==> config.mk <==
export PLATFORM = sky130hd
export DESIGN_NAME = gamepad_keystroke_event_generator
export DESIGN_NICKNAME = d
export VERILOG_FILES = /design/src/gke_pkg.sv /design/src/gke_in_reg.sv /design/src/gke_core.sv /design/src/gke_out_reg.sv /design/src/gamepad_keystroke_event_generator.sv
export SDC_FILE = /design/constraint.sdc
export NUM_CORES = 1
export LEC_CHECK = 0
export ABC_AREA = 1
export BUFFER_PORTS_ARGS = -buffer_cell sky130_fd_sc_hd__buf_4
export CORE_MARGIN = 2
export CORE_UTILIZATION = 30
export DETAILED_ROUTE_END_ITERATION = 8
export MAX_ROUTING_LAYER = met4
export PLACE_DENSITY = 0.57
export SLEW_MARGIN = 10
export SYNTH_ARGS = -nofsm -noshare
export SYNTH_HDL_FRONTEND = slang
export SYNTH_SLANG_ARGS = --single-unit
==> constraint.sdc <==
create_clock -name clk_i -period 4.8 [get_ports clk_i]
set_input_delay 0.72 -clock clk_i [delete_from_list [all_inputs] [get_ports clk_i]]
set_output_delay 0.72 -clock clk_i [all_outputs]
set_load 0.005 [all_outputs]
==> src/gke_pkg.sv <==
`timescale 1ns / 1ps
// ----------------------------------------------------------------------------
// Gamepad keystroke event generator - shared definitions
// Poll and result layouts, status and key codes, stick direction decode.
// ----------------------------------------------------------------------------
package gke_pkg;

  localparam int unsigned POLL_W      = 105;
  localparam int unsigned IN_TDATA_W  = 112;
  localparam int unsigned RES_W       = 17;
  localparam int unsigned OUT_TDATA_W = 24;
  localparam int unsigned STATUS_W    = 2;
  localparam int unsigned CFG_DATA_W  = 15;

  localparam logic [STATUS_W-1:0] ST_EVENT   = 2'd0;
  localparam logic [STATUS_W-1:0] ST_EMPTY   = 2'd1;
  localparam logic [STATUS_W-1:0] ST_BADIDX  = 2'd2;
  localparam logic [STATUS_W-1:0] ST_NOTCONN = 2'd3;

  localparam logic CFG_STICK_THR = 1'b0;
  localparam logic CFG_TRIG_THR  = 1'b1;

  localparam logic [14:0] STICK_THR_RST = 15'd20000;
  localparam logic [7:0]  TRIG_THR_RST  = 8'd30;

  localparam logic [7:0]  PAD_ANY        = 8'hFF;
  localparam logic [7:0]  VK_PAGE        = 8'h58;
  localparam logic [15:0] VK_LTRIG       = 16'h5806;
  localparam logic [15:0] VK_RTRIG       = 16'h5807;
  localparam logic [15:0] VK_LSTICK_BASE = 16'h5820;
  localparam logic [15:0] VK_RSTICK_BASE = 16'h5830;
  localparam logic [15:0] BTN_TRACKED    = 16'hF3FF;

  localparam logic [1:0] AX_CENTER = 2'd0;
  localparam logic [1:0] AX_LOW    = 2'd1;
  localparam logic [1:0] AX_HIGH   = 2'd2;

  // lowest bits first: pad_index at bit 0
  typedef struct packed {
    logic signed [15:0] right_y;
    logic signed [15:0] right_x;
    logic signed [15:0] left_y;
    logic signed [15:0] left_x;
    logic        [7:0]  right_trigger;
    logic        [7:0]  left_trigger;
    logic        [15:0] buttons;
    logic               pad_connected;
    logic        [7:0]  pad_index;
  } poll_t;

  typedef struct packed {
    logic [STATUS_W-1:0] status;
    logic                key_up;
    logic [15:0]         virtual_key;
  } result_t;

  function automatic logic [15:0] button_vk(input logic [3:0] sel);
    logic [15:0] vk;
    unique case (sel)
      4'd0:    vk = 16'h5810;
      4'd1:    vk = 16'h5811;
      4'd2:    vk = 16'h5812;
      4'd3:    vk = 16'h5813;
      4'd4:    vk = 16'h5814;
      4'd5:    vk = 16'h5815;
      4'd6:    vk = 16'h5816;
      4'd7:    vk = 16'h5817;
      4'd8:    vk = 16'h5804;
      4'd9:    vk = 16'h5805;
      4'd12:   vk = 16'h5800;
      4'd13:   vk = 16'h5801;
      4'd14:   vk = 16'h5802;
      4'd15:   vk = 16'h5803;
      default: vk = 16'h0000;
    endcase
    return vk;
  endfunction

  function automatic logic [1:0] axis_state(input logic signed [15:0] v,
                                            input logic [14:0] thr);
    logic signed [16:0] vx;
    logic signed [16:0] pos;
    logic signed [16:0] neg;
    logic [1:0]         st;
    vx  = {v[15], v};
    pos = signed'({2'b00, thr});
    neg = -pos;
    if (vx > pos) begin
      st = AX_HIGH;
    end else if (vx < neg) begin
      st = AX_LOW;
    end else begin
      st = AX_CENTER;
    end
    return st;
  endfunction

  // {active, direction offset}
  function automatic logic [3:0] stick_code(input logic signed [15:0] x,
                                            input logic signed [15:0] y,
                                            input logic [14:0] thr);
    logic [1:0] xs;
    logic [1:0] ys;
    logic [2:0] offs;
    xs = axis_state(x, thr);
    ys = axis_state(y, thr);
    unique case ({ys, xs})
      {AX_CENTER, AX_LOW}:  offs = 3'd3;
      {AX_CENTER, AX_HIGH}: offs = 3'd2;
      {AX_LOW, AX_CENTER}:  offs = 3'd1;
      {AX_LOW, AX_LOW}:     offs = 3'd7;
      {AX_LOW, AX_HIGH}:    offs = 3'd6;
      {AX_HIGH, AX_CENTER}: offs = 3'd0;
      {AX_HIGH, AX_LOW}:    offs = 3'd4;
      {AX_HIGH, AX_HIGH}:   offs = 3'd5;
      default:              offs = 3'd0;
    endcase
    return {(xs != AX_CENTER) || (ys != AX_CENTER), offs};
  endfunction

endpackage

==> src/gke_in_reg.sv <==
`timescale 1ns / 1ps
// ----------------------------------------------------------------------------
// Gamepad keystroke event generator - input register
// Holds one poll transaction until the event logic takes it.
// ----------------------------------------------------------------------------
module gke_in_reg (
  input  logic                              clk_i,
  input  logic                              rst_ni,
  input  logic                              s_tvalid_i,
  output logic                              s_tready_o,
  input  logic [gke_pkg::IN_TDATA_W-1:0]    s_tdata_i,
  output logic                              poll_valid_o,
  output gke_pkg::poll_t                    poll_o,
  input  logic                              poll_take_i
);

  logic           valid_q;
  gke_pkg::poll_t poll_q;

  assign s_tready_o   = !valid_q || poll_take_i;
  assign poll_valid_o = valid_q;
  assign poll_o       = poll_q;

  always_ff @(posedge clk_i or negedge rst_ni) begin
    if (!rst_ni) begin
      valid_q <= 1'b0;
    end else if (s_tready_o) begin
      valid_q <= s_tvalid_i;
    end
  end

  always_ff @(posedge clk_i) begin
    if (s_tready_o && s_tvalid_i) begin
      poll_q <= gke_pkg::poll_t'(s_tdata_i[gke_pkg::POLL_W-1:0]);
    end
  end

endmodule

==> src/gke_core.sv <==
`timescale 1ns / 1ps
// ----------------------------------------------------------------------------
// Gamepad keystroke event generator - event logic
// Threshold registers, last reported pad state and the priority event decode.
// ----------------------------------------------------------------------------
module gke_core (
  input  logic                             clk_i,
  input  logic                             rst_ni,
  input  logic                             cfg_we_i,
  input  logic                             cfg_idx_i,
  input  logic [gke_pkg::CFG_DATA_W-1:0]   cfg_data_i,
  input  gke_pkg::poll_t                   poll_i,
  input  logic                             fire_i,
  output gke_pkg::result_t                 result_o
);

  logic [14:0]        stick_thr_q;
  logic [7:0]         trig_thr_q;

  logic [15:0]        last_btn_q, last_btn_d;
  logic [7:0]         last_lt_q, last_lt_d;
  logic [7:0]         last_rt_q, last_rt_d;
  logic signed [15:0] last_lx_q, last_lx_d;
  logic signed [15:0] last_ly_q, last_ly_d;
  logic signed [15:0] last_rx_q, last_rx_d;
  logic signed [15:0] last_ry_q, last_ry_d;

  logic [15:0]        btn_diff;
  logic               btn_hit;
  logic [3:0]         btn_sel;
  logic               bad_idx;
  logic               not_conn;
  logic               lt_on, lt_was, rt_on, rt_was;
  logic [3:0]         lcur, lold, rcur, rold;

  always_ff @(posedge clk_i or negedge rst_ni) begin
    if (!rst_ni) begin
      stick_thr_q <= gke_pkg::STICK_THR_RST;
      trig_thr_q  <= gke_pkg::TRIG_THR_RST;
    end else if (cfg_we_i) begin
      unique case (cfg_idx_i)
        gke_pkg::CFG_STICK_THR: stick_thr_q <= cfg_data_i;
        gke_pkg::CFG_TRIG_THR:  trig_thr_q  <= cfg_data_i[7:0];
        default: ;
      endcase
    end
  end

  assign btn_diff = (poll_i.buttons ^ last_btn_q) & gke_pkg::BTN_TRACKED;

  always_comb begin
    btn_hit = 1'b0;
    btn_sel = 4'd0;
    for (int i = 15; i >= 0; i--) begin
      if (btn_diff[i]) begin
        btn_hit = 1'b1;
        btn_sel = 4'(i);
      end
    end
  end

  assign bad_idx  = (poll_i.pad_index[7:2] != 6'd0) && (poll_i.pad_index != gke_pkg::PAD_ANY);
  assign not_conn = !((poll_i.pad_index == 8'd0) || (poll_i.pad_index == gke_pkg::PAD_ANY))
                    || !poll_i.pad_connected;

  assign lt_on  = poll_i.left_trigger > trig_thr_q;
  assign lt_was = last_lt_q > trig_thr_q;
  assign rt_on  = poll_i.right_trigger > trig_thr_q;
  assign rt_was = last_rt_q > trig_thr_q;

  assign lcur = gke_pkg::stick_code(poll_i.left_x, poll_i.left_y, stick_thr_q);
  assign lold = gke_pkg::stick_code(last_lx_q, last_ly_q, stick_thr_q);
  assign rcur = gke_pkg::stick_code(poll_i.right_x, poll_i.right_y, stick_thr_q);
  assign rold = gke_pkg::stick_code(last_rx_q, last_ry_q, stick_thr_q);

  always_comb begin
    result_o.status      = gke_pkg::ST_EMPTY;
    result_o.virtual_key = 16'h0000;
    result_o.key_up      = 1'b0;
    last_btn_d = last_btn_q;
    last_lt_d  = last_lt_q;
    last_rt_d  = last_rt_q;
    last_lx_d  = last_lx_q;
    last_ly_d  = last_ly_q;
    last_rx_d  = last_rx_q;
    last_ry_d  = last_ry_q;
    priority if (bad_idx) begin
      result_o.status = gke_pkg::ST_BADIDX;
    end else if (not_conn) begin
      result_o.status = gke_pkg::ST_NOTCONN;
    end else if (btn_hit) begin
      result_o.status      = gke_pkg::ST_EVENT;
      result_o.virtual_key = gke_pkg::button_vk(btn_sel);
      result_o.key_up      = !poll_i.buttons[btn_sel];
      last_btn_d[btn_sel]  = poll_i.buttons[btn_sel];
    end else if (lt_on != lt_was) begin
      result_o.status      = gke_pkg::ST_EVENT;
      result_o.virtual_key = gke_pkg::VK_LTRIG;
      result_o.key_up      = !lt_on;
      last_lt_d            = poll_i.left_trigger;
    end else if (rt_on != rt_was) begin
      result_o.status      = gke_pkg::ST_EVENT;
      result_o.virtual_key = gke_pkg::VK_RTRIG;
      result_o.key_up      = !rt_on;
      last_rt_d            = poll_i.right_trigger;
    end else if (lcur != lold) begin
      result_o.status = gke_pkg::ST_EVENT;
      if (lold[3]) begin
        result_o.virtual_key = gke_pkg::VK_LSTICK_BASE + {13'd0, lold[2:0]};
        result_o.key_up      = 1'b1;
        last_lx_d            = 16'sd0;
        last_ly_d            = 16'sd0;
      end else begin
        result_o.virtual_key = gke_pkg::VK_LSTICK_BASE + {13'd0, lcur[2:0]};
        last_lx_d            = poll_i.left_x;
        last_ly_d            = poll_i.left_y;
      end
    end else begin
      last_lx_d = poll_i.left_x;
      last_ly_d = poll_i.left_y;
      last_rx_d = poll_i.right_x;
      last_ry_d = poll_i.right_y;
      if (rcur != rold) begin
        result_o.status = gke_pkg::ST_EVENT;
        if (rold[3]) begin
          result_o.virtual_key = gke_pkg::VK_RSTICK_BASE + {13'd0, rold[2:0]};
          result_o.key_up      = 1'b1;
          last_rx_d            = 16'sd0;
          last_ry_d            = 16'sd0;
        end else begin
          result_o.virtual_key = gke_pkg::VK_RSTICK_BASE + {13'd0, rcur[2:0]};
        end
      end
    end
  end

  always_ff @(posedge clk_i or negedge rst_ni) begin
    if (!rst_ni) begin
      last_btn_q <= '0;
      last_lt_q  <= '0;
      last_rt_q  <= '0;
      last_lx_q  <= '0;
      last_ly_q  <= '0;
      last_rx_q  <= '0;
      last_ry_q  <= '0;
    end else if (fire_i) begin
      last_btn_q <= last_btn_d;
      last_lt_q  <= last_lt_d;
      last_rt_q  <= last_rt_d;
      last_lx_q  <= last_lx_d;
      last_ly_q  <= last_ly_d;
      last_rx_q  <= last_rx_d;
      last_ry_q  <= last_ry_d;
    end
  end

endmodule

==> src/gke_out_reg.sv <==
`timescale 1ns / 1ps
// ----------------------------------------------------------------------------
// Gamepad keystroke event generator - result register
// Holds one result transaction until the downstream side takes it.
// ----------------------------------------------------------------------------
module gke_out_reg (
  input  logic                               clk_i,
  input  logic                               rst_ni,
  input  logic                               res_valid_i,
  output logic                               res_ready_o,
  input  gke_pkg::result_t                   result_i,
  output logic                               m_tvalid_o,
  input  logic                               m_tready_i,
  output logic [gke_pkg::OUT_TDATA_W-1:0]    m_tdata_o,
  output logic [gke_pkg::STATUS_W-1:0]       m_tuser_o
);

  localparam int unsigned PAD_W = gke_pkg::OUT_TDATA_W - gke_pkg::RES_W;

  logic             valid_q;
  gke_pkg::result_t res_q;

  assign res_ready_o = !valid_q || m_tready_i;
  assign m_tvalid_o  = valid_q;
  assign m_tdata_o   = {{PAD_W{1'b0}}, res_q.key_up, res_q.virtual_key};
  assign m_tuser_o   = res_q.status;

  always_ff @(posedge clk_i or negedge rst_ni) begin
    if (!rst_ni) begin
      valid_q <= 1'b0;
    end else if (res_ready_o) begin
      valid_q <= res_valid_i;
    end
  end

  always_ff @(posedge clk_i) begin
    if (res_ready_o && res_valid_i) begin
      res_q <= result_i;
    end
  end

endmodule

==> src/gamepad_keystroke_event_generator.sv <==
`timescale 1ns / 1ps
// ----------------------------------------------------------------------------
// Gamepad keystroke event generator
// Turns pad polls into at most one key press or release per poll.
// ----------------------------------------------------------------------------
// Channel  | Direction | Contents
// s_*      | in        | tdata: pad_index, pad_connected, buttons_now, left/right
//          |           |        trigger, left_x, left_y, right_x, right_y
// m_*      | out       | tdata: virtual_key, key_up; tuser: status
// cfg_*    | in        | 0 stick_threshold, 1 trigger_threshold
//
// One poll per cycle while m_tready_i is high; an accepted poll is held in the
// input register, passes the event decode, and its result is held in the result register.
// Reset clears the thresholds to 20000 and 30 and the last pad state to zero.
// A stalled m_tready_i holds the result; one more poll waits in the input
// register before s_tready_o drops.
// ----------------------------------------------------------------------------
module gamepad_keystroke_event_generator (
  input  logic                             clk_i,
  input  logic                             rst_ni,
  input  logic                             s_tvalid_i,
  output logic                             s_tready_o,
  // [7:0] pad_index, [8] pad_connected, [24:9] buttons_now,
  // [32:25] left_trigger_now, [40:33] right_trigger_now, [56:41] left_x_now,
  // [72:57] left_y_now, [88:73] right_x_now, [104:89] right_y_now, rest zero
  input  logic [gke_pkg::IN_TDATA_W-1:0]   s_tdata_i,
  output logic                             m_tvalid_o,
  input  logic                             m_tready_i,
  // [15:0] virtual_key, [16] key_up, rest zero
  output logic [gke_pkg::OUT_TDATA_W-1:0]  m_tdata_o,
  // [1:0] status
  output logic [gke_pkg::STATUS_W-1:0]     m_tuser_o,
  input  logic                             cfg_we_i,
  input  logic                             cfg_idx_i,
  input  logic [gke_pkg::CFG_DATA_W-1:0]   cfg_data_i
);

  logic             poll_valid;
  gke_pkg::poll_t   poll;
  logic             res_ready;
  logic             fire;
  gke_pkg::result_t result;

  assign fire = poll_valid && res_ready;

  gke_in_reg u_in_reg (
    .clk_i        (clk_i),
    .rst_ni       (rst_ni),
    .s_tvalid_i   (s_tvalid_i),
    .s_tready_o   (s_tready_o),
    .s_tdata_i    (s_tdata_i),
    .poll_valid_o (poll_valid),
    .poll_o       (poll),
    .poll_take_i  (fire)
  );

  gke_core u_core (
    .clk_i      (clk_i),
    .rst_ni     (rst_ni),
    .cfg_we_i   (cfg_we_i),
    .cfg_idx_i  (cfg_idx_i),
    .cfg_data_i (cfg_data_i),
    .poll_i     (poll),
    .fire_i     (fire),
    .result_o   (result)
  );

  gke_out_reg u_out_reg (
    .clk_i       (clk_i),
    .rst_ni      (rst_ni),
    .res_valid_i (poll_valid),
    .res_ready_o (res_ready),
    .result_i    (result),
    .m_tvalid_o  (m_tvalid_o),
    .m_tready_i  (m_tready_i),
    .m_tdata_o   (m_tdata_o),
    .m_tuser_o   (m_tuser_o)
  );

endmodule

======== Word level (Yosys, flattened, before mapping) ========
Memories as Yosys holds them, arrays and structs flattened.
Index checks and enable logic that the tools add are counted.
word-level totals
  bits in read-only memories .............. 304
  flip-flop bits (word level) ............. 245
  output and inout port bits .............. 28
  logic and storage cells ................. 174
  memories ................................ 5
memory list
  name              depth  width  read ports  clocked after Yosys merged registers in  write ports  line            source
  (name not given)  16     7      1           0                                        0            gke_pkg.sv:59   unique case (sel)
  (name not given)  16     3      1           0                                        0            gke_pkg.sv:107  unique case ({ys, xs})
  (name not given)  16     3      1           0                                        0            gke_pkg.sv:107
  (name not given)  16     3      1           0                                        0            gke_pkg.sv:107
  (name not given)  16     3      1           0                                        0            gke_pkg.sv:107
cells by class
  $add $sub $neg .......................... 5
  reductions and logical operators ........ 37
  bitwise operators ....................... 8
  multiplexer cells ....................... 67
  equality and inequality tests ........... 6
  order comparisons ....................... 22
operators by type and width
  operator                 count
  $mux W16                 10
  $lt A16 B17 Y1           8
  $gt A16 B16 Y1           8
  $mux W19                 4
  $add A15 B3 Y16 const A  4
  $mux W4                  14
  $gt A8 B8 Y1             4
  $mux W1                  27
  $mux W18                 1
  $neg A15 Y17             1
  $bwmux W16               1
  $mux W2                  8
  $reduce_bool A2 Y1       8
  $xor A16 B16 Y16         1
  $reduce_and A6 Y1        2
  $eq A8 B8 Y1 const B     1
  $logic_not A8 Y1         1
  $logic_or A1 B1 Y1       8
  $ne A4 B4 Y1             2
  $ne A8 B8 Y1 const B     1
  $logic_not A1 Y1         7
  $not A1 Y1               7
  $reduce_and A7 Y1        1
  $reduce_bool A6 Y1       1
  10 further kinds         15

======== Depth between registers and ports, before layout ========
Gate-level depths: netlist (run 1).
  word-level depth ........................ 20
  gate-level depth with buffers ........... 34

======== Cells and area by module ========
A second synthesis (run 1) with hierarchy kept.
second synthesis, totals
  cells, all modules ...................... 1917
  area total of the unflattened synthesis .. 16714.8 µm²
modules (own cells, without submodules)
  module                             cells an instance  area an instance (µm²)  instances  sequential area each (µm²)
  gke_core                           1771               12837.3                 1          2939.1
  gke_in_reg                         111                3198.1                  1          3178.0
  gke_out_reg                        33                 671.9                   1          595.6
  gamepad_keystroke_event_generator  2                  7.5                     1          0.0

======== Worst setup path after synthesis (run 1) ========
No wires, ideal clock.
  path type ............................... register -> register
  start point ............................. reg u_core.stick_thr_q[1]
  end point ............................... reg u_out_reg.res_q, in the netlist u_out_reg.m_tdata_o[2] (data pin)
  slack ................................... 0.690 ns
  setup time .............................. 0.256 ns
  stages on the path, launching flop included .. 29
  data arrival time ....................... 3.854 ns
  clock period less this slack ............ 4.110 ns
  path buffers ............................ 0
  path through ............................ dfrtp_1 -> inv_1 -> ha_1 -> nand3_4 -> nor3_1 -> nand3_1 -> nor4_1 -> ha_1 -> nand4_1 -> inv_1 -> nand2_1 -> nand3b_1 -> nor2_1 -> a21oi_1 -> nand2_1 -> nand2_1 -> nand3_1 -> inv_2 -> nand3_2 -> nand2_1 -> inv_1 -> nand2_1 -> nand2_1 -> inv_2 -> nand2_2 -> nand2_1 -> nor2_1 -> nor3_1 -> nor2_1
on the way
  word-level cells in the longest chain between the ends .. 12
  elaborated cells on any way between the ends .. 62
  those cells by class .................... add/sub (5); order compare (16); eq/ne (2); mux (23); reduce/logical (12); memory (4)
ends and longest elaborated chain
  item                                                  line                              source
  from (decl)                                           gke_core.sv:17                    logic [14:0] stick_thr_q;
  from (signal assigned)                                gke_core.sv:38                    stick_thr_q <= gke_pkg::STICK_THR_RST;
  from (signal assigned)                                gke_core.sv:42                    gke_pkg::CFG_STICK_THR: stick_thr_q <= cfg_data_i;
  $neg A15 Y17                                          gke_pkg.sv:87                     neg = -pos;
  $lt A16 B17 Y1                                        gke_pkg.sv:90                     end else if (vx < neg) begin
  $mux W1                                               gke_pkg.sv:90
  $mux W2                                               gke_pkg.sv:88                     if (vx > pos) begin
  $mem_v2 Z16 W3 or $reduce_bool A2 Y1 (tied branches)  --
  $add A15 B3 Y16 (tied with other cells)               gke_core.sv:131                   result_o.virtual_key = gke_pkg::VK_RSTICK_BASE + {13'd0, rcur[2:0]};
  $mux W16 or $ne A4 B4 Y1 (tied branches)              gke_core.sv:125, gke_core.sv:123
  $mux W18                                              gke_core.sv:123                   if (rcur != rold) begin
  $mux W19 (*)                                          gke_core.sv:106                   end else if (lcur != lold) begin
  $mux W19 (*)                                          gke_core.sv:101                   end else if (rt_on != rt_was) begin
  $mux W19 (*)                                          gke_core.sv:96                    end else if (lt_on != lt_was) begin
  $mux W19 (*)                                          gke_core.sv:91                    end else if (btn_hit) begin
  to (signal assigned)                                  gke_out_reg.sv:38                 res_q <= result_i;
  to (decl)                                             gke_out_reg.sv:21                 gke_pkg::result_t res_q;
Every way passes the cells marked *; elsewhere a longest branch is shown, timed or not.
A chain may end at the register's enable or synchronous reset.

======== Worst setup path after layout (run 1) ========
  start point ............................. reg u_core.stick_thr_q[0]
  end point ............................... reg u_core.last_ry_q[0]
on the way
  word-level cells in the longest chain between the ends .. 9
  elaborated cells on any way between the ends .. 55
  those cells by class .................... add/sub (1); order compare (16); eq/ne (2); mux (18); bitwise (1); reduce/logical (13); memory (4)
ends and longest elaborated chain
  item                                                  line             source
  branches (longest 9 deep; another with $neg A15 Y17)  --
  to (signal assigned)                                  gke_core.sv:153  last_ry_q <= last_ry_d;
  to (decl)                                             gke_core.sv:26   logic signed [15:0] last_ry_q, last_ry_d;
Several ways; the timed one is not identified.

==> results of run 1 <==
[state kept, by name (all words and copies together) (netlist names)]
register / count
u_core.last_ry_q: 16
u_out_reg.m_tuser_o: 2
u_core.last_rx_q: 16
u_core.last_rt_q: 8
u_core.last_lx_q: 16
u_core.last_ly_q: 16
u_core.last_btn_q: 14
u_core.stick_thr_q: 15
u_out_reg.m_tvalid_o: 1
u_core.last_lt_q: 8
u_in_reg.poll_valid_o: 1
u_out_reg.m_tdata_o: 7
u_in_reg.poll_o: 105
u_core.trig_thr_q: 8
[routing by layer]
layer | routed length [µm] | share of wire [%]
met1 | 20900 | 46
met2 | 21000 | 46
met3 | 2410 | 5.3
met4 | 957 | 2.1
met5 | 0 | 0
[power by group through the flow]
stage                     clock network [W]  registers (W)  logic [W]
final                               0.00231        0.00233    0.00142
after floorplan                           0        0.00234   0.000902
after global routing                0.00247        0.00235    0.00163
after CTS                           0.00238        0.00233    0.00141
after detailed placement                  0        0.00237    0.00141
after global placement                    0        0.00237    0.00135
[worst reg2reg max path, delay by kind of cell, from the launching register on]
| kind | cells | cell delay, ns |
|---|---|---|
| and+or+nand+nor | 24 | 2.60 |
| DFF | 1 | 0.38 |
| AOI/OAI and AO/OA | 1 | 0.09 |
| buffers and inverters | 3 | 0.51 |
| xor gates and xnor gates | 1 | 0.15 |
| adders and majority gates | 2 | 0.54 |
[synth_stat cells (all sizes together)]
| cell type | instances | share of area (%) |
|---|---|---|
| nand3 | 134 | 4.4 |
| and2 | 2 | 0.077 |
| ha | 265 | 20 |
| dfstp | 9 | 1.5 |
| o31ai | 7 | 0.61 |
| a221oi | 2 | 0.11 |
| or2 | 3 | 0.12 |
| nor4 | 8 | 0.31 |
| a31o | 2 | 0.11 |
| and3 | 1 | 0.038 |
| nor3 | 28 | 0.92 |
| clkbuf | 17 | 0.39 |
| xor2 | 15 | 0.85 |
| o21ai | 146 | 4.5 |
| a21boi | 2 | 0.12 |
| mux2 | 14 | 0.97 |
| nand2 | 458 | 11 |
| o221ai | 3 | 0.16 |
| xnor2 | 12 | 0.64 |
| o21bai | 9 | 0.41 |
| nor2 | 106 | 2.7 |
| o211ai | 1 | 0.046 |
| dfrtp | 110 | 17 |
| nor3b | 1 | 0.046 |
| conb | 1 | 0.023 |
| buf | 30 | 1.4 |
| inv | 196 | 4.5 |
| a21oi | 123 | 3.8 |
| o41ai | 1 | 0.054 |
| a211oi | 10 | 0.46 |
| nand3b | 3 | 0.14 |
| o21a | 6 | 0.28 |
| a32oi | 1 | 0.054 |
| edfxtp | 114 | 21 |
| nand4 | 33 | 1.3 |
[cell families after synthesis]
| logic type | count (synthesis) |
|---|---|
| xor+xnor | 27 |
| compound gates | 313 |
| fa+ha+maj | 265 |
| mux | 14 |
| buf+inv | 243 |
| simple gates | 777 |
| flops | 233 |
| other cells | 1 |
[cell type report]
type | instances | share of cell area (%)
clock inverters | 16 | 1.01
clock buffers | 36 | 4.24
well taps | 696 | 4.48
diodes | 2 | 0.0258
inverters | 196 | 3.81
flip-flops and latches | 233 | 33.0
multi-input cells | 1411 | 46.1
repair buffers | 180 | 7.30
[final timing paths]
| kind | from | slack [ns] | endpoint | cells past startpoint |
|---|---|---|---|---|
| max in group asynchronous | rst_ni | 3.98 | u_core.last_ly_q[15] | 2 |
| min in group clk_i | s_tdata_i[68] | 0.29 | u_in_reg.poll_o[68] | 1 |
| worst max register to register | u_core.stick_thr_q[0] | 0.44 | u_core.last_ry_q[0] | 31 |
| worst min register to register | u_core.last_lt_q[0] | 0.48 | u_core.last_lt_q[0] | 2 |
| worst max-delay path | u_core.stick_thr_q[0] | 0.44 | u_core.last_ry_q[0] | 31 |
| worst min-delay path | rst_ni | 0.21 | u_core.last_rx_q[1] | 2 |
[through the flow]
step	TNS (ns)	power, W	util [%]
4_1_cts	0	0.00613	36.0
2_1_floorplan	0	0.00324	-
3_5_place_dp	0	0.00377	34.1
5_1_grt	-0.00503	0.00644	36.1
6_report	0	0.00607	36.1
3_3_place_gp	0	0.00372	34.1
[cells in the final DEF (no fill, tap or decap), drive strengths merged, types with 3 or more instances in the layout]
cell type,count
clkbuf,36
mux2,14
buf,180
nand3b,3
dfstp,9
o21a,6
clkinv,9
a21oi,123
ha,265
inv,198
nor2,106
nor4,8
o221ai,3
or2,3
o21bai,9
edfxtp,114
nand3,134
nor3,28
o21ai,146
o31ai,7
nand4,33
dfrtp,110
nand2,458
a211oi,10
conb,15
bufinv,3
xor2,15
xnor2,12
[repair_timing]
item / in CTS / in global routing
setup endpoints to repair: 0 / 43
hold buffers: 0 / 0
gates resized for setup: 0 / 9
setup buffers: 0 / 3
==> flow_metrics.tcl, run 1 <==
set metrics [dict create \
    synth_cell_type_count 56 \
    dp_slack_ns 0.147 \
    grt_overflow_total 0 \
    arrival_ns 4.86 \
    multiInputGateArea_mm2 0.00897 \
    grt_pass1_wl_um 72600 \
    yosys.area_share.adder_pct 20.3 \
    synth_cells 1873 \
    swShare_pct 31.6 \
    worstPathRequired_ns 5.30 \
    ys_ff_latch 233 \
    grt_max_degree 120 \
    powerDensity_mw_per_mm2 312 \
    slowest_delay_ns 0.38 \
    synth_top_family_by_area "simple AND/OR/NAND/NOR gates" \
    drive_gt1_share_pct 15.1 \
    drt_iter0_drc 716 \
    synthSimpleGateAreaFrac_pct 20.8 \
    use_met1_pct 21.4 \
    synth_mux_area_share_pct 0.967 \
    cts_buffers 28 \
    worst_slack_ns 0.436 \
    setup_viol_count_final 0 \
    die_width_um 237 \
    critPathSlowestCell "dfrtp_1" \
    wire_per_inst_um 16.3 \
    antenna_found_initial 2 \
    firstDrtPassIters 5 \
    coreArea_mm2 0.0538 \
    critPathMaxFanout 39 \
    p_int_w 0.00415 \
    drt_wl_total_um 45200 \
    final_cells 2770 \
    hpwlAfterDp_um 34900 \
    rows 85 \
    dp_cells 2713 \
    use_met3_pct 2.85 \
    die_h_um 237 \
    cts_tree "done" \
    end_kind "register" \
    antenna_left 0 \
    pwr-share-clk_pct 38.2 \
    yosys.area_share.xor_xnor_pct 1.50 \
    status "complete, no violations" \
    p_leak_nw 9.56 \
    ir_worst_vdd_mv 0.309 \
    slew_violations 0 \
    finClkSkew_ns 0.0355 \
    hold_viol 0 \
    place_area_mm2 0.0183 \
    synth_compound_gate_area_share_pct 10.7 \
    avgSynthCellArea_um2 8.71 \
    yosysSeqAreaShare_pct 39.3 \
    cts_max_path_buffers 3 \
    start_util_pct 30.3 \
    met2_usage_pct 27.6 \
    grt.busiest_layer "met2" \
    max_slew_margin_pct 31.7 \
    io_pins 161 \
    fp.dieArea_mm2 0.0562 \
    clk_latency_ns 0.60 \
    place_congestion 0.883 \
    cts_max_level 1 \
    placement.io_buffers 138 \
    seqCellArea_mm2 0.00641 \
    drc 0 \
    hp-class "in -> async" \
    via_count 13500 \
    start_kind "register" \
    fin_crit_ns 4.36 \
    cts.sinks 233 \
    final_area_mm2 0.0194 \
    ys_warn_count 0 \
    area_delta_synth_final_pct 19.2 \
    nNetsFinal 2448 \
    switchingPower_w 0.00191 \
    cp_top_family "simple AND/OR/NAND/NOR gates" \
    path_common_cell "nand2_1" \
    grt_pass1_vias 13800 \
    period_share_pct 90.9 \
    worstMarginPinSlew_ns 1.02 \
    cts-root-buf "clkbuf_16" \
    grtUsageTotal_pct 16.7 \
    worst-path-buf-inv 3 \
    cap_violations 0 \
    syn_area_mm2 0.0163 \
    via_per_inst 4.88 \
    hold_slack_ns 0.214 \
    combPwrFrac_pct 23.4 \
    p_seq_share_pct 38.4 \
    crit_type "reg -> reg" \
    fillers 5466 \
    fmax_mhz 229 \
    path_clk_slew_ns 0.06 \
]
No activity file was read; power rests on OpenSTA's default activity.
==> inputs of run 2 (changes only) <==
==> constraint.sdc (replaced) <==
create_clock -name clk_i -period 4.8 [get_ports clk_i]
set_input_delay 0.24 -clock clk_i [delete_from_list [all_inputs] [get_ports clk_i]]
set_output_delay 0.24 -clock clk_i [all_outputs]
set_load 0.005 [all_outputs]
==> run 2 against run 1 <==
Non-clock buffer count rose by 121. Clock-buffer cell count fell by 4. Power fell by 1.3%. Core utilization rose by 2.1 points. Flip-flop and latch count did not move. Cell count rose by 4.4%. Largest cell class unchanged. Hold slack got worse by 0.010 ns. Critical path depth did not move. Clock power fell by 6%. Clock skew fell by 0.022 ns. Fmax fell by 2.2%. Sequential power barely moved.
==> flow_metrics.tcl, run 2 (same netlist as run 1, synthesis figures left out) <==
set metrics [dict create \
    status "complete, no violations" \
    antenna_found_initial 2 \
    cts.sinks 233 \
    dp_slack_ns 0.136 \
    via_count 14000 \
    drt_wl_total_um 47500 \
    critPathMaxFanout 19 \
    crit_type "reg -> reg" \
    r2r_setup_slack_ns 0.34 \
    antenna_left 0 \
    wl_met2_um 22100 \
    die_width_um 237 \
    wl_met1_um 22100 \
    start_util_pct 30.3 \
    cp.depth 31 \
    switchingPower_w 0.00194 \
    io_pins 161 \
    drc 0 \
    hp-start "cfg_idx_i" \
    final_cells 2893 \
    cts_max_path_buffers 3 \
    maxUsedRoutingLayer "met4" \
    grtUsageTotal_pct 17.3 \
    largest_reg_flops 105 \
    layout_common_cells "445 x nand2_1, 264 x ha_1, 181 x inv_1, 172 x buf_4, 127 x nand3_1" \
    grt_pass1_vias 14300 \
    worst-path-buf-inv 3 \
    finClkSkew_ns 0.0133 \
    cp_top_family "simple AND/OR/NAND/NOR gates" \
    clk_latency_ns 0.59 \
    critical_path.reg2reg.endpoint "u_core.last_rx_q[1]" \
    hpwlAfterDp_um 35100 \
    p_leak_nw 10.0 \
    ir_worst_vdd_mv 0.261 \
    start_kind "register" \
    cts_max_level 1 \
    via_per_inst 4.86 \
    drt_iter0_drc 744 \
    area_delta_synth_final_pct 26.2 \
    combPwrFrac_pct 24.8 \
    drive_gt1_share_pct 14.1 \
    critPathSlowestCell "dfrtp_1" \
    path_common_cell "nand2_1" \
    cts-root-buf "clkbuf_16" \
    p_int_w 0.00405 \
    fp.dieArea_mm2 0.0562 \
    place_congestion 0.895 \
    die_h_um 237 \
    cts_tree "done" \
    final_common_cell "nand2_1" \
    hp-class "in -> reg" \
    dp_cells 2711 \
    worstMarginPinSlew_ns 1.13 \
    cts_buffers 29 \
    setup_viol_count_final 0 \
    powerDensity_mw_per_mm2 291 \
    rows 85 \
    path_clk_slew_ns 0.06 \
    max_slew_margin_pct 24.8 \
    nNetsFinal 2570 \
    wire_per_inst_um 16.4 \
    endpoint "u_core.last_rx_q[1]" \
    reg2regPathDepth 31 \
    slew_violations 0 \
    grt_pass1_wl_um 75100 \
    arrival_ns 4.98 \
    end_kind "register" \
    r2r_start "u_core.stick_thr_q[0]" \
    grt_overflow_total 0 \
    period_share_pct 93.0 \
    crit_start "u_core.stick_thr_q[0]" \
    worstPathRequired_ns 5.32 \
    grt_max_degree 81 \
    slowest_delay_ns 0.37 \
    swShare_pct 32.4 \
    route.met3.wl_um 2220 \
    hold_viol 0 \
    placement.io_buffers 138 \
    pwr-share-clk_pct 36.1 \
    cap_violations 0 \
    fmax_mhz 224 \
    fin_crit_ns 4.46 \
    tns_ns 0 \
    worst_slack_ns 0.337 \
    firstDrtPassIters 5 \
    coreArea_mm2 0.0538 \
    p_seq_share_pct 39.0 \
]
run 2: cell types whose count changed in the layout (fill, tap and decap cells not counted), sizes merged:
cell and delta:
buf -4, clkinvlp +2, clkinv +6, dlygate4sd3 +123, bufinv -1, inv -1, clkbuf -2
run 2: what timing repair did:
item | in CTS | in global routing
hold buffers | 123 | 0
setup buffers | 0 | 1
endpoints found under the setup margin | 0 | 46
resized for setup | 0 | 12
hold endpoints to repair | 188 | 0
run 2: metal layers:
layer  global-route usage, %  vias up
met5                       -        -
met4                    4.33        0
met3                    2.40       77
met2                    28.6      317
met1                    22.4     6608
li1                        -     7047
run 2: layout make-up:
class / instances / area [µm²]
fill: 5318 / 33200
inverter: 196 / 741
clock inverter: 22 / 194
timing repair buffer: 301 / 2640
sequential: 233 / 6410
multi-input combinational: 1411 / 8970
antenna: 2 / 5.00
clock buffer: 32 / 737
tap: 696 / 871
run 2: per-stage QoR:
stage	hold slack, ns	util [%]	power [W]	area, µm²
2_1_floorplan	-0.0556	-	0.00324	16400
3_3_place_gp	0.418	34.0	0.00371	18300
3_5_place_dp	0.419	34.0	0.00376	18300
4_1_cts	0.179	38.0	0.00606	20500
5_1_grt	0.243	38.2	0.00637	20600
6_report	0.204	38.2	0.00598	20600
run 2: worst min-delay path, delay by kind of cell:
kind	cells	cell delay (ns)
compound gates	1	0.07
buf+inv	1	0.10
simple gates	2	0.37
run 2: how the worst min path moves through the flow:
stage | endpoint | slack (ns) | cells past startpoint
detailed placement | u_in_reg.poll_o[15] | 0.42 | 1
global placement | u_in_reg.poll_o[34] | 0.42 | 1
floorplan | u_core.last_btn_q[0] | -0.06 | 0
finish | u_core.trig_thr_q[2] | 0.20 | 4
CTS | u_core.trig_thr_q[3] | 0.18 | 4
global route | u_core.trig_thr_q[3] | 0.24 | 4
run 2: power by group through the flow:
stage | Combinational (W) | Clock [W] | Sequential (W)
3_3_place_gp | 0.00134 | 0 | 0.00237
5_1_grt | 0.00170 | 0.00231 | 0.00235
4_1_cts | 0.00148 | 0.00224 | 0.00233
6_report | 0.00149 | 0.00216 | 0.00234
3_5_place_dp | 0.00139 | 0 | 0.00237
2_1_floorplan | 0.000902 | 0 | 0.00234
